File: src/design/mfhs_pkg.sv
package mfhs_pkg;

    localparam int COUNT_BITS_DEF = 24;

    localparam int SUM_BITS   = 33;
    localparam int BYTES_BITS = 36;

    // header field codes
    localparam logic [1:0] VBITS_MPEG1    = 2'b11;
    localparam logic [1:0] VBITS_MPEG2    = 2'b10;
    localparam logic [1:0] VBITS_RESERVED = 2'b01;
    localparam logic [1:0] LAYER_III      = 2'b01;
    localparam logic [3:0] BRI_FREE       = 4'd0;
    localparam logic [3:0] BRI_BAD        = 4'd15;
    localparam logic [1:0] SRI_RESERVED   = 2'd3;
    localparam logic [1:0] SRI_44K        = 2'd0;
    localparam logic [1:0] SRI_48K        = 2'd1;
    localparam logic [1:0] SRI_32K        = 2'd2;
    localparam logic [1:0] MODE_MONO      = 2'b11;

    // decoded version codes
    localparam logic [1:0] VER_NONE    = 2'd0;
    localparam logic [1:0] VER_MPEG1   = 2'd1;
    localparam logic [1:0] VER_MPEG2   = 2'd2;
    localparam logic [1:0] VER_MPEG25  = 2'd3;

    // info tag hint codes
    localparam logic [1:0] TAG_INFO = 2'd1;
    localparam logic [1:0] TAG_VBRI = 2'd2;

    // side-info tag offsets (slot offset minus the header)
    localparam logic [5:0] OFF_V1_MONO   = 6'(8'h15 - 8'd4);
    localparam logic [5:0] OFF_V1_STEREO = 6'(8'h24 - 8'd4);
    localparam logic [5:0] OFF_V2_MONO   = 6'(8'h0D - 8'd4);
    localparam logic [5:0] OFF_V2_STEREO = 6'(8'h15 - 8'd4);

    typedef enum logic [1:0] {
        STATUS_NONE,
        STATUS_COUNTED,
        STATUS_INFO_SKIP,
        STATUS_VBRI_REJECT
    } status_t;

    typedef struct packed {
        logic [31:0] header;
        logic [1:0]  info_tag;
    } in_t;

    typedef struct packed {
        status_t     status;
        logic [1:0]  mpeg_version;
        logic [8:0]  bitrate_kbps;
        logic [15:0] sample_rate_hz;
        logic [10:0] frame_bytes;
        logic        is_mono;
        logic [5:0]  tag_offset;
        logic [23:0] frame_count;
        logic        is_vbr;
        logic [2:0]  changes;
        logic [32:0] total_kbps;
        logic [35:0] output_bytes;
    } out_t;

    // one header after decode
    typedef struct packed {
        logic        valid;
        logic [1:0]  ver;
        logic [3:0]  bri;
        logic [1:0]  sri;
        logic        mono;
        logic [8:0]  kbps;
        logic [15:0] rate;
        logic [10:0] fbytes;
        logic [5:0]  off;
    } dec_t;

    // layer III bitrate rows: MPEG1, and MPEG2/2.5
    function automatic logic [8:0] kbps_lookup(input logic low_row, input logic [3:0] idx);
        logic [8:0] v;
        case (idx)
            4'd1:    v = low_row ? 9'd8   : 9'd32;
            4'd2:    v = low_row ? 9'd16  : 9'd40;
            4'd3:    v = low_row ? 9'd24  : 9'd48;
            4'd4:    v = low_row ? 9'd32  : 9'd56;
            4'd5:    v = low_row ? 9'd40  : 9'd64;
            4'd6:    v = low_row ? 9'd48  : 9'd80;
            4'd7:    v = low_row ? 9'd56  : 9'd96;
            4'd8:    v = low_row ? 9'd64  : 9'd112;
            4'd9:    v = low_row ? 9'd80  : 9'd128;
            4'd10:   v = low_row ? 9'd96  : 9'd160;
            4'd11:   v = low_row ? 9'd112 : 9'd192;
            4'd12:   v = low_row ? 9'd128 : 9'd224;
            4'd13:   v = low_row ? 9'd144 : 9'd256;
            4'd14:   v = low_row ? 9'd160 : 9'd320;
            default: v = 9'd0;
        endcase
        return v;
    endfunction

    function automatic logic [15:0] rate_lookup(input logic [1:0] ver, input logic [1:0] sri);
        logic [15:0] v;
        case ({ver, sri})
            {VER_MPEG1, SRI_44K}:  v = 16'd44100;
            {VER_MPEG1, SRI_48K}:  v = 16'd48000;
            {VER_MPEG1, SRI_32K}:  v = 16'd32000;
            {VER_MPEG2, SRI_44K}:  v = 16'd22050;
            {VER_MPEG2, SRI_48K}:  v = 16'd24000;
            {VER_MPEG2, SRI_32K}:  v = 16'd16000;
            {VER_MPEG25, SRI_44K}: v = 16'd11025;
            {VER_MPEG25, SRI_48K}: v = 16'd12000;
            {VER_MPEG25, SRI_32K}: v = 16'd8000;
            default:               v = 16'd0;
        endcase
        return v;
    endfunction

endpackage

File: src/design/mfhs_decode.sv
module mfhs_decode (
    input  logic [31:0]       header,
    output mfhs_pkg::dec_t    dec
);
    import mfhs_pkg::*;

    // floor(x/49) for x <= 51200 as a reciprocal multiply
    localparam int          RECIP_SHIFT = 22;
    localparam logic [16:0] RECIP_49    = 17'(((1 << RECIP_SHIFT) + 48) / 49);

    logic [1:0]  vbits;
    logic [1:0]  layer;
    logic [3:0]  bri;
    logic [1:0]  sri;
    logic        pad;
    logic        ok;
    logic [1:0]  ver;
    logic        mono;
    logic [8:0]  kbps;
    logic [15:0] num49;
    logic [32:0] prod;
    logic [11:0] three_k;
    logic [11:0] nine_k;
    logic [10:0] quot;

    assign vbits = header[20:19];
    assign layer = header[18:17];
    assign bri   = header[15:12];
    assign sri   = header[11:10];
    assign pad   = header[9];

    assign ok = (&header[31:21]) && (vbits != VBITS_RESERVED) && (layer == LAYER_III)
                && (bri != BRI_FREE) && (bri != BRI_BAD) && (sri != SRI_RESERVED);

    always_comb begin
        case (vbits)
            VBITS_MPEG1: ver = VER_MPEG1;
            VBITS_MPEG2: ver = VER_MPEG2;
            default:     ver = VER_MPEG25;
        endcase
    end

    assign mono = (header[7:6] == MODE_MONO);
    assign kbps = kbps_lookup(ver != VER_MPEG1, bri);

    // K*1000/rate reduces to 160/49 or 320/49, 3 or 6, 9/2 or 9
    assign num49   = (ver == VER_MPEG25) ? 16'(kbps) * 16'd320 : 16'(kbps) * 16'd160;
    assign prod    = 33'(num49) * 33'(RECIP_49);
    assign three_k = 12'(kbps) * 12'd3;
    assign nine_k  = 12'(kbps) * 12'd9;

    always_comb begin
        case (sri)
            SRI_44K: quot = prod[RECIP_SHIFT +: 11];
            SRI_48K: quot = (ver == VER_MPEG25) ? {three_k[9:0], 1'b0} : three_k[10:0];
            default: quot = (ver == VER_MPEG25) ? nine_k[10:0] : nine_k[11:1];
        endcase
    end

    always_comb begin
        dec = '0;
        if (ok) begin
            dec.valid  = 1'b1;
            dec.ver    = ver;
            dec.bri    = bri;
            dec.sri    = sri;
            dec.mono   = mono;
            dec.kbps   = kbps;
            dec.rate   = rate_lookup(ver, sri);
            dec.fbytes = quot + 11'(pad);
            if (ver == VER_MPEG1) begin
                dec.off = mono ? OFF_V1_MONO : OFF_V1_STEREO;
            end else begin
                dec.off = mono ? OFF_V2_MONO : OFF_V2_STEREO;
            end
        end
    end

endmodule

File: src/design/mp3_frame_header_scanner.sv
// MPEG audio layer III frame header scanner
//
// s_ channel: one request carries a 32-bit candidate header (first byte in
// bits 31..24) and the info tag hint found at the side-info slot.
// m_ channel: one result per request with the decoded header, a status code
// and the running totals (frame count, bitrate sum, projected output bytes,
// sticky vbr flag and per-frame change flags).
//
// A request passes an input register, then the decode and counter update,
// then the result register. One request per cycle is sustained while m_ready
// is high; the decode uses one reciprocal multiplier for the /49 case.
// When the receiver stalls, the result register holds and the input
// register keeps one more request, after which s_ready drops.
// Synchronous active-low reset empties both registers and clears all
// counters and reference values; the counters saturate instead of wrapping.
module mp3_frame_header_scanner #(
    parameter int COUNT_BITS = mfhs_pkg::COUNT_BITS_DEF
) (
    input  logic            aclk,
    input  logic            aresetn,
    input  logic            s_valid,
    output logic            s_ready,
    input  mfhs_pkg::in_t   s_data,
    output logic            m_valid,
    input  logic            m_ready,
    output mfhs_pkg::out_t  m_data
);
    import mfhs_pkg::*;

    logic                   in_valid_reg;
    in_t                    in_data_reg;
    logic                   out_valid_reg;
    out_t                   out_data_reg;
    out_t                   out_data_next;

    logic [3:0]             first_rate_reg;
    logic                   first_seen_reg;
    logic                   vbr_reg;
    logic [COUNT_BITS-1:0]  frames_reg;
    logic [SUM_BITS-1:0]    sum_reg;
    logic [BYTES_BITS-1:0]  bytes_reg;
    logic [1:0]             ref_ver_reg;
    logic [1:0]             ref_sri_reg;
    logic                   ref_mono_reg;
    logic                   refs_valid_reg;

    logic [3:0]             first_rate_next;
    logic                   vbr_next;
    logic [COUNT_BITS-1:0]  frames_next;
    logic [SUM_BITS-1:0]    sum_next;
    logic [BYTES_BITS-1:0]  bytes_next;

    dec_t                   dec;
    logic                   advance;
    logic                   counted;
    status_t                status;
    logic [2:0]             chg;
    logic [SUM_BITS:0]      sum_wide;
    logic [11:0]            bytes_add;
    logic [BYTES_BITS:0]    bytes_wide;

    assign advance = in_valid_reg && (!out_valid_reg || m_ready);
    assign s_ready = !in_valid_reg || advance;
    assign m_valid = out_valid_reg;
    assign m_data  = out_data_reg;

    mfhs_decode u_decode (
        .header (in_data_reg.header),
        .dec    (dec)
    );

    always_comb begin
        if (!dec.valid) begin
            status = STATUS_NONE;
        end else if (in_data_reg.info_tag == TAG_INFO) begin
            status = STATUS_INFO_SKIP;
        end else if (in_data_reg.info_tag == TAG_VBRI) begin
            status = STATUS_VBRI_REJECT;
        end else begin
            status = STATUS_COUNTED;
        end
    end

    assign counted = (status == STATUS_COUNTED);

    // state after a counted frame
    always_comb begin
        first_rate_next = first_seen_reg ? first_rate_reg : dec.bri;
        vbr_next        = vbr_reg || (first_rate_next != dec.bri);
        frames_next     = (&frames_reg) ? frames_reg : frames_reg + 1'b1;
        sum_wide        = {1'b0, sum_reg} + (SUM_BITS + 1)'(dec.kbps);
        sum_next        = sum_wide[SUM_BITS] ? '1 : sum_wide[SUM_BITS-1:0];
        // first frame counts twice to reserve room for the header frame
        bytes_add       = (frames_reg == '0) ? {dec.fbytes, 1'b0} : {1'b0, dec.fbytes};
        bytes_wide      = {1'b0, bytes_reg} + (BYTES_BITS + 1)'(bytes_add);
        bytes_next      = bytes_wide[BYTES_BITS] ? '1 : bytes_wide[BYTES_BITS-1:0];
        chg             = '0;
        if (refs_valid_reg) begin
            chg = {ref_mono_reg != dec.mono, ref_sri_reg != dec.sri, ref_ver_reg != dec.ver};
        end
    end

    always_comb begin
        out_data_next                = '0;
        out_data_next.status         = status;
        out_data_next.mpeg_version   = dec.ver;
        out_data_next.bitrate_kbps   = dec.kbps;
        out_data_next.sample_rate_hz = dec.rate;
        out_data_next.frame_bytes    = dec.fbytes;
        out_data_next.is_mono        = dec.mono;
        out_data_next.tag_offset     = dec.off;
        if (counted) begin
            out_data_next.frame_count  = 24'(frames_next);
            out_data_next.is_vbr       = vbr_next;
            out_data_next.changes      = chg;
            out_data_next.total_kbps   = sum_next;
            out_data_next.output_bytes = bytes_next;
        end else begin
            out_data_next.frame_count  = 24'(frames_reg);
            out_data_next.is_vbr       = vbr_reg;
            out_data_next.changes      = '0;
            out_data_next.total_kbps   = sum_reg;
            out_data_next.output_bytes = bytes_reg;
        end
    end

    always_ff @(posedge aclk) begin
        if (!aresetn) begin
            in_valid_reg  <= 1'b0;
            out_valid_reg <= 1'b0;
        end else begin
            if (s_ready) begin
                in_valid_reg <= s_valid;
            end
            if (advance) begin
                out_valid_reg <= 1'b1;
            end else if (m_ready) begin
                out_valid_reg <= 1'b0;
            end
        end
    end

    always_ff @(posedge aclk) begin
        if (s_valid && s_ready) begin
            in_data_reg <= s_data;
        end
        if (advance) begin
            out_data_reg <= out_data_next;
        end
    end

    always_ff @(posedge aclk) begin
        if (!aresetn) begin
            first_rate_reg <= '0;
            first_seen_reg <= 1'b0;
            vbr_reg        <= 1'b0;
            frames_reg     <= '0;
            sum_reg        <= '0;
            bytes_reg      <= '0;
            ref_ver_reg    <= '0;
            ref_sri_reg    <= '0;
            ref_mono_reg   <= 1'b0;
            refs_valid_reg <= 1'b0;
        end else if (advance && counted) begin
            first_rate_reg <= first_rate_next;
            first_seen_reg <= 1'b1;
            vbr_reg        <= vbr_next;
            frames_reg     <= frames_next;
            sum_reg        <= sum_next;
            bytes_reg      <= bytes_next;
            ref_ver_reg    <= dec.ver;
            ref_sri_reg    <= dec.sri;
            ref_mono_reg   <= dec.mono;
            refs_valid_reg <= 1'b1;
        end
    end

    a_frames_monotonic: assert property (@(posedge aclk) disable iff (!aresetn)
        1'b1 |=> frames_reg >= $past(frames_reg))
        else $error("frame counter went backwards");

    a_vbr_sticky: assert property (@(posedge aclk) disable iff (!aresetn)
        vbr_reg |=> vbr_reg)
        else $error("vbr flag cleared without reset");

    a_counted_has_frames: assert property (@(posedge aclk) disable iff (!aresetn)
        (out_valid_reg && out_data_reg.status == STATUS_COUNTED) |-> frames_reg != '0)
        else $error("counted frame reported with zero frame count");

    a_stall_holds_totals: assert property (@(posedge aclk) disable iff (!aresetn)
        (in_valid_reg && !advance) |=> $stable(sum_reg) && $stable(bytes_reg))
        else $error("totals moved while the pipeline was stalled");

endmodule

File: config.mk
export PLATFORM = sky130hd
export DESIGN_NAME = mp3_frame_header_scanner
export DESIGN_NICKNAME = d
export VERILOG_FILES = /design/src/design/mfhs_pkg.sv /design/src/design/mfhs_decode.sv /design/src/design/mp3_frame_header_scanner.sv
export SDC_FILE = /design/constraint.sdc
export NUM_CORES = 1
export LEC_CHECK = 0
export BUFFER_PORTS_ARGS = -buffer_cell sky130_fd_sc_hd__buf_2
export CAP_MARGIN = 20
export CORE_MARGIN = 4
export CORE_UTILIZATION = 50
export CTS_CLUSTER_DIAMETER = 30
export DETAILED_ROUTE_END_ITERATION = 8
export PLACE_DENSITY = 0.69
export REMOVE_ABC_BUFFERS = 1
export SYNTH_ARGS = -nofsm -noshare
export SYNTH_HDL_FRONTEND = slang
export SYNTH_HIERARCHICAL = 1
export SYNTH_SLANG_ARGS = --single-unit
File: constraint.sdc
create_clock -name aclk -period 23.5 [get_ports aclk]
set_clock_uncertainty 0.2 [all_clocks]
set_input_delay 2.35 -clock aclk [delete_from_list [all_inputs] [get_ports aclk]]
set_output_delay 2.35 -clock aclk [all_outputs]
set_load 0.05 [all_outputs]
Word-level counts from Yosys, hierarchy flattened

Memory sizes are Yosys's and may differ from the RTL's.
Cells that the tools add are included.
Widths: inputs -> output; s select.

Input bits: 38
Bits in writable memories: 0
Memory bits (read-only): 240
Bits in latches: 0
Flip-flop bits (word level): 284
Output and inout port bits: 146
Logic and storage cells: 123
Memories: 1

Memory list:

| name             | words | width | rd ports | clocked after Yosys merged registers in | wr ports | line            | RTL |
|---|---|---|---|---|---|---|---|
| (name not given) | 16    | 15    | 1        | 0                                       | 0        | mfhs_pkg.sv:102 | `case ({ver, sri})` |

Reductions and logical operators: 20
Bitwise operators: 0
Divide/modulo/power cells: 0
Multipliers: 5
Equal/unequal tests: 32
Order comparisons: 0
Add/sub/neg operators: 4
Muxes and demuxes: 36
Shift-type cells: 0

Operators by type and width:

| operator               | count |
|---|---|
| $pmux 9 s14            | 1 |
| $mux 97                | 1 |
| $mux 52                | 1 |
| $add 36x12->37         | 1 |
| $mux 36                | 1 |
| $mux 6                 | 6 |
| $add 33x9->34          | 1 |
| $mul 16x17->33 const B | 1 |
| $mux 33                | 1 |
| $eq 4x4->1 const B     | 7 |
| $mux 7                 | 4 |
| $add 24x1->24 const B  | 1 |
| $logic_not 24->1       | 1 |
| $mux 24                | 1 |
| $mux 8                 | 3 |
| $reduce_and 24->1      | 1 |
| $mux 11                | 2 |
| $pmux 11 s2            | 1 |
| $mux 9                 | 2 |
| $eq 4x3->1 const B     | 4 |
| $mux 16                | 1 |
| $mul 9x4->12 const B   | 1 |
| $mux 12                | 1 |
| $add 11x1->11          | 1 |
| 27 further kinds       | 52 |

Depth between registers and ports, before layout

Depth in word-level cells: 15
Mapped depth: 47
Mapped depth without buffers: 45

By module

The synthesis kept the hierarchy.

Modules (own cells, without submodules):

| module                   | instances | sequential area each (um^2) | cells each | area an instance (um^2) |
|---|---|---|---|---|
| mp3_frame_header_scanner | 1         | 7467.2                      | 1216       | 13021.2 |
| mfhs_decode              | 1         | 0.0                         | 615        | 4889.7 |

Worst setup path after synthesis

OpenSTA, ideal clock, no wires.

Kind: input port to flip-flop
From: input port m_ready
To: register sum_reg[29]
Arrival: 10.657 ns
Path buffers: 2
Path slack: 12.552 ns
Setup time: 0.091 ns
Data required time: 23.209 ns
Cell stages on the path: 9
Cell sequence: nor2b_1 > nor2b_1 > nand2_1 > buf_2 > a211oi_2 > and2_1 > clkbuf_1 > a31oi_1 > a311oi_1

Word-level cells in the longest chain between the ends: 3

RTL lines:

| element                | line                            | RTL |
|---|---|---|
| start: declaration     | mp3_frame_header_scanner.sv:25  | `input logic m_ready,` |
| $logic_or 1x1->1       | mp3_frame_header_scanner.sv:62  | `assign advance = in_valid_reg && (!out_valid_reg \|\| m_ready);` |
| $logic_and 1x1->1      | mp3_frame_header_scanner.sv:62  |  |
| named net advance      | mp3_frame_header_scanner.sv:54  | `logic advance;` |
| $logic_and 1x1->1      | mp3_frame_header_scanner.sv:164 | `end else if (advance && counted) begin` |
| end signal: assignment | mp3_frame_header_scanner.sv:169 | `sum_reg <= sum_next;` |
| end: declaration       | mp3_frame_header_scanner.sv:40  | `logic [SUM_BITS-1:0] sum_reg;` |

The timed path passes the listed nets, and every way through them passes these cells.
A chain may end at the register's enable or synchronous reset.

==> impl_results.md <==
* Status: completed
* DR pass1 iterations at 6
* H-tree levels at 2
* Filler Cell Count at 2,941
* R2r setup slk at approximately 11 ns
* Worst vdd ir at roughly 0.09 mV
* Worst Reg-to-Reg Cells at 42
* Largest net degree at the start of global routing at 75
* Arr. time, crit path at 12.95 ns
* RSZ-0062 raised after global routing: false
* Core ar. at 34,700 um^2
* Yosys warns at 6
* PD cells at between 100 and 150 nW/um^2
* Most frequent CP cell: ha_1
* Die Wd at 196 um
* CP Launch Type: flop
* Tmin final at 12.80 ns
* Fin. Hold Viols at 0
* Mapped Area at 17,700 um^2
* # setup viols final at 0
* Post-CTS Repair Setup Buffers at 0
* Antenna Nets Post-Route at 0
* CTS Buffer Depth at 3
* Resized cells post-CTS at 0
* Largest register FFs at 144
* GPL Wtd Cong at 0.891
* Clock sinks at between 200 and 300
* Pre-CTS setup slack at 10.87 ns
* Cell area after placement at 18,800 um^2
* Core Rows at 68
* Worst slew pin tran at 0.963 ns
* CP Max Fanout at 18
* Nets at 2,202
* Post-CTS Hold Buffers at 0
* Root Buffer: clkbuf_16
* Full die area at approximately 38,000 um^2
* GR Overflow Total at 0
* HP Start: ref_ver_reg[1]
* WL per Instance at 18.2 um
* Most frequent cells in the layout: buf_2, edfxtp_1, nor2_1, ha_1, a21oi_1
* Final Max Tran Viols at 0
* Reg clk slew, reported paths at roughly 0.050 ns
* CP max stage delay at 0.85 ns
* First-pass GRT wire length at 73.3 mm
* GRT Util Overall at 0.232
* Hold path depth at 2
* CTS tree: yes
* Port buffer count at 175
* Num CTS Buffers at 54
* Die H at 196 um
* Share of post-route cells with drive strength above 1 at 0.173
* Period utilization at 0.545
* Critical path endpoint category: flop
* 1st-iter DRT viols at 927
* Via count at 14,483
* Finished Core Util at 0.595
* Endpoint of the worst register-to-register path: m_data[15]
* Crit path kind: reg -> reg
* Setup tns final at 0 ns
* Commonest non-fill, non-tap cell in the layout: buf_2
* Final worst setup slack at 10.70 ns
* Drt via density at 5.85
* Fin area at 20,700 um^2
* Initial Util at 0.509
* CP max stage cell: a211oi_4
* Initial antenna violation count at 0
* Hold path endpoint: ref_ver_reg[1]
* # IOs at 184
* Leakage at 8.28 nW
* Clock Latency Late Sink at 0.57 ns
* Avg Inst Size Synth at just under 10 um^2
* Worst Path Required at 23.65 ns
* Post-DP HPWL at ~32 mm
* Diodes inserted at 0
* Worst hold path type: reg -> reg
* Vias in the first global route at 14,047
* Critical R2R Launch: in_data_reg[21]
* Layout area overhead at 16.9%
* Final wirelength at approximately 45 mm
* Hold Worst Slack at approximately 0.27 ns
* Cells after Synth at ~1,800
* Maxcap violations at 0
* Drc violations at 0
* Worst rel slew slack at 0.349
* Fmax at 78.1 MHz
* Crit path from: in_data_reg[21]
==> worst max path at each step <==
| stage | to | slack, ns | cells past startpoint |
|---|---|---|---|
| after floorplan | bytes_reg[24] | 9.57 | 6 |
| after global placement | m_data[15] | 11.06 | 42 |
| after detailed placement | bytes_reg[32] | 10.87 | 42 |
| after CTS | bytes_reg[32] | 10.79 | 42 |
| after global routing | m_data[15] | 10.01 | 44 |
| final | m_data[15] | 10.70 | 42 |
==> through the flow <==
stage | power [mW] | cells
3_5_place_dp | 1.37 | 2374
2_1_floorplan | 1.17 | 1731
3_3_place_gp | 1.34 | 2373
4_1_cts | 2.15 | 2474
5_1_grt | 2.30 | 2477
6_report | 2.13 | 2477
==> area by class of cell <==
class	instances	area, um^2	share of cell area
timing repair buffer	191	991	0.0480
sequential	276	7230	0.350
clock inverter	39	467	0.0226
multi-input combinational	1338	9580	0.464
clock buffer	61	1390	0.0672
inverter	117	439	0.0213
tap	455	569	0.0276
==> power by group <==
part           internal [mW]  switching [mW]  total [mW]
logic                  0.323           0.500       0.823
clock network          0.507           0.266       0.774
registers              0.529         0.00732       0.536
total                   1.36           0.773        2.13
==> critical path: cells and delay by family (launching register included) <==
family                     cells  cell delay [ns]
AOI/OAI and AO/OA             12             2.97
muxes                          3             0.98
adders and majority gates     12             4.80
and+or+nand+nor                7             1.90
xor gates and xnor gates       2             0.33
buffers and inverters          6             0.65
DFF                            1             0.73
==> per-layer routing <==
| layer | vias to the layer above | wire length [um] | track usage |
|---|---|---|---|
| li1 | 6978 | - | - |
| met1 | 6929 | 20200 | 0.317 |
| met2 | 492 | 20500 | 0.373 |
| met3 | 84 | 3110 | 0.0405 |
| met4 | 0 | 1370 | 0.0851 |
| met5 | - | 0 | 0 |
(Power assumes the default switching activity.)
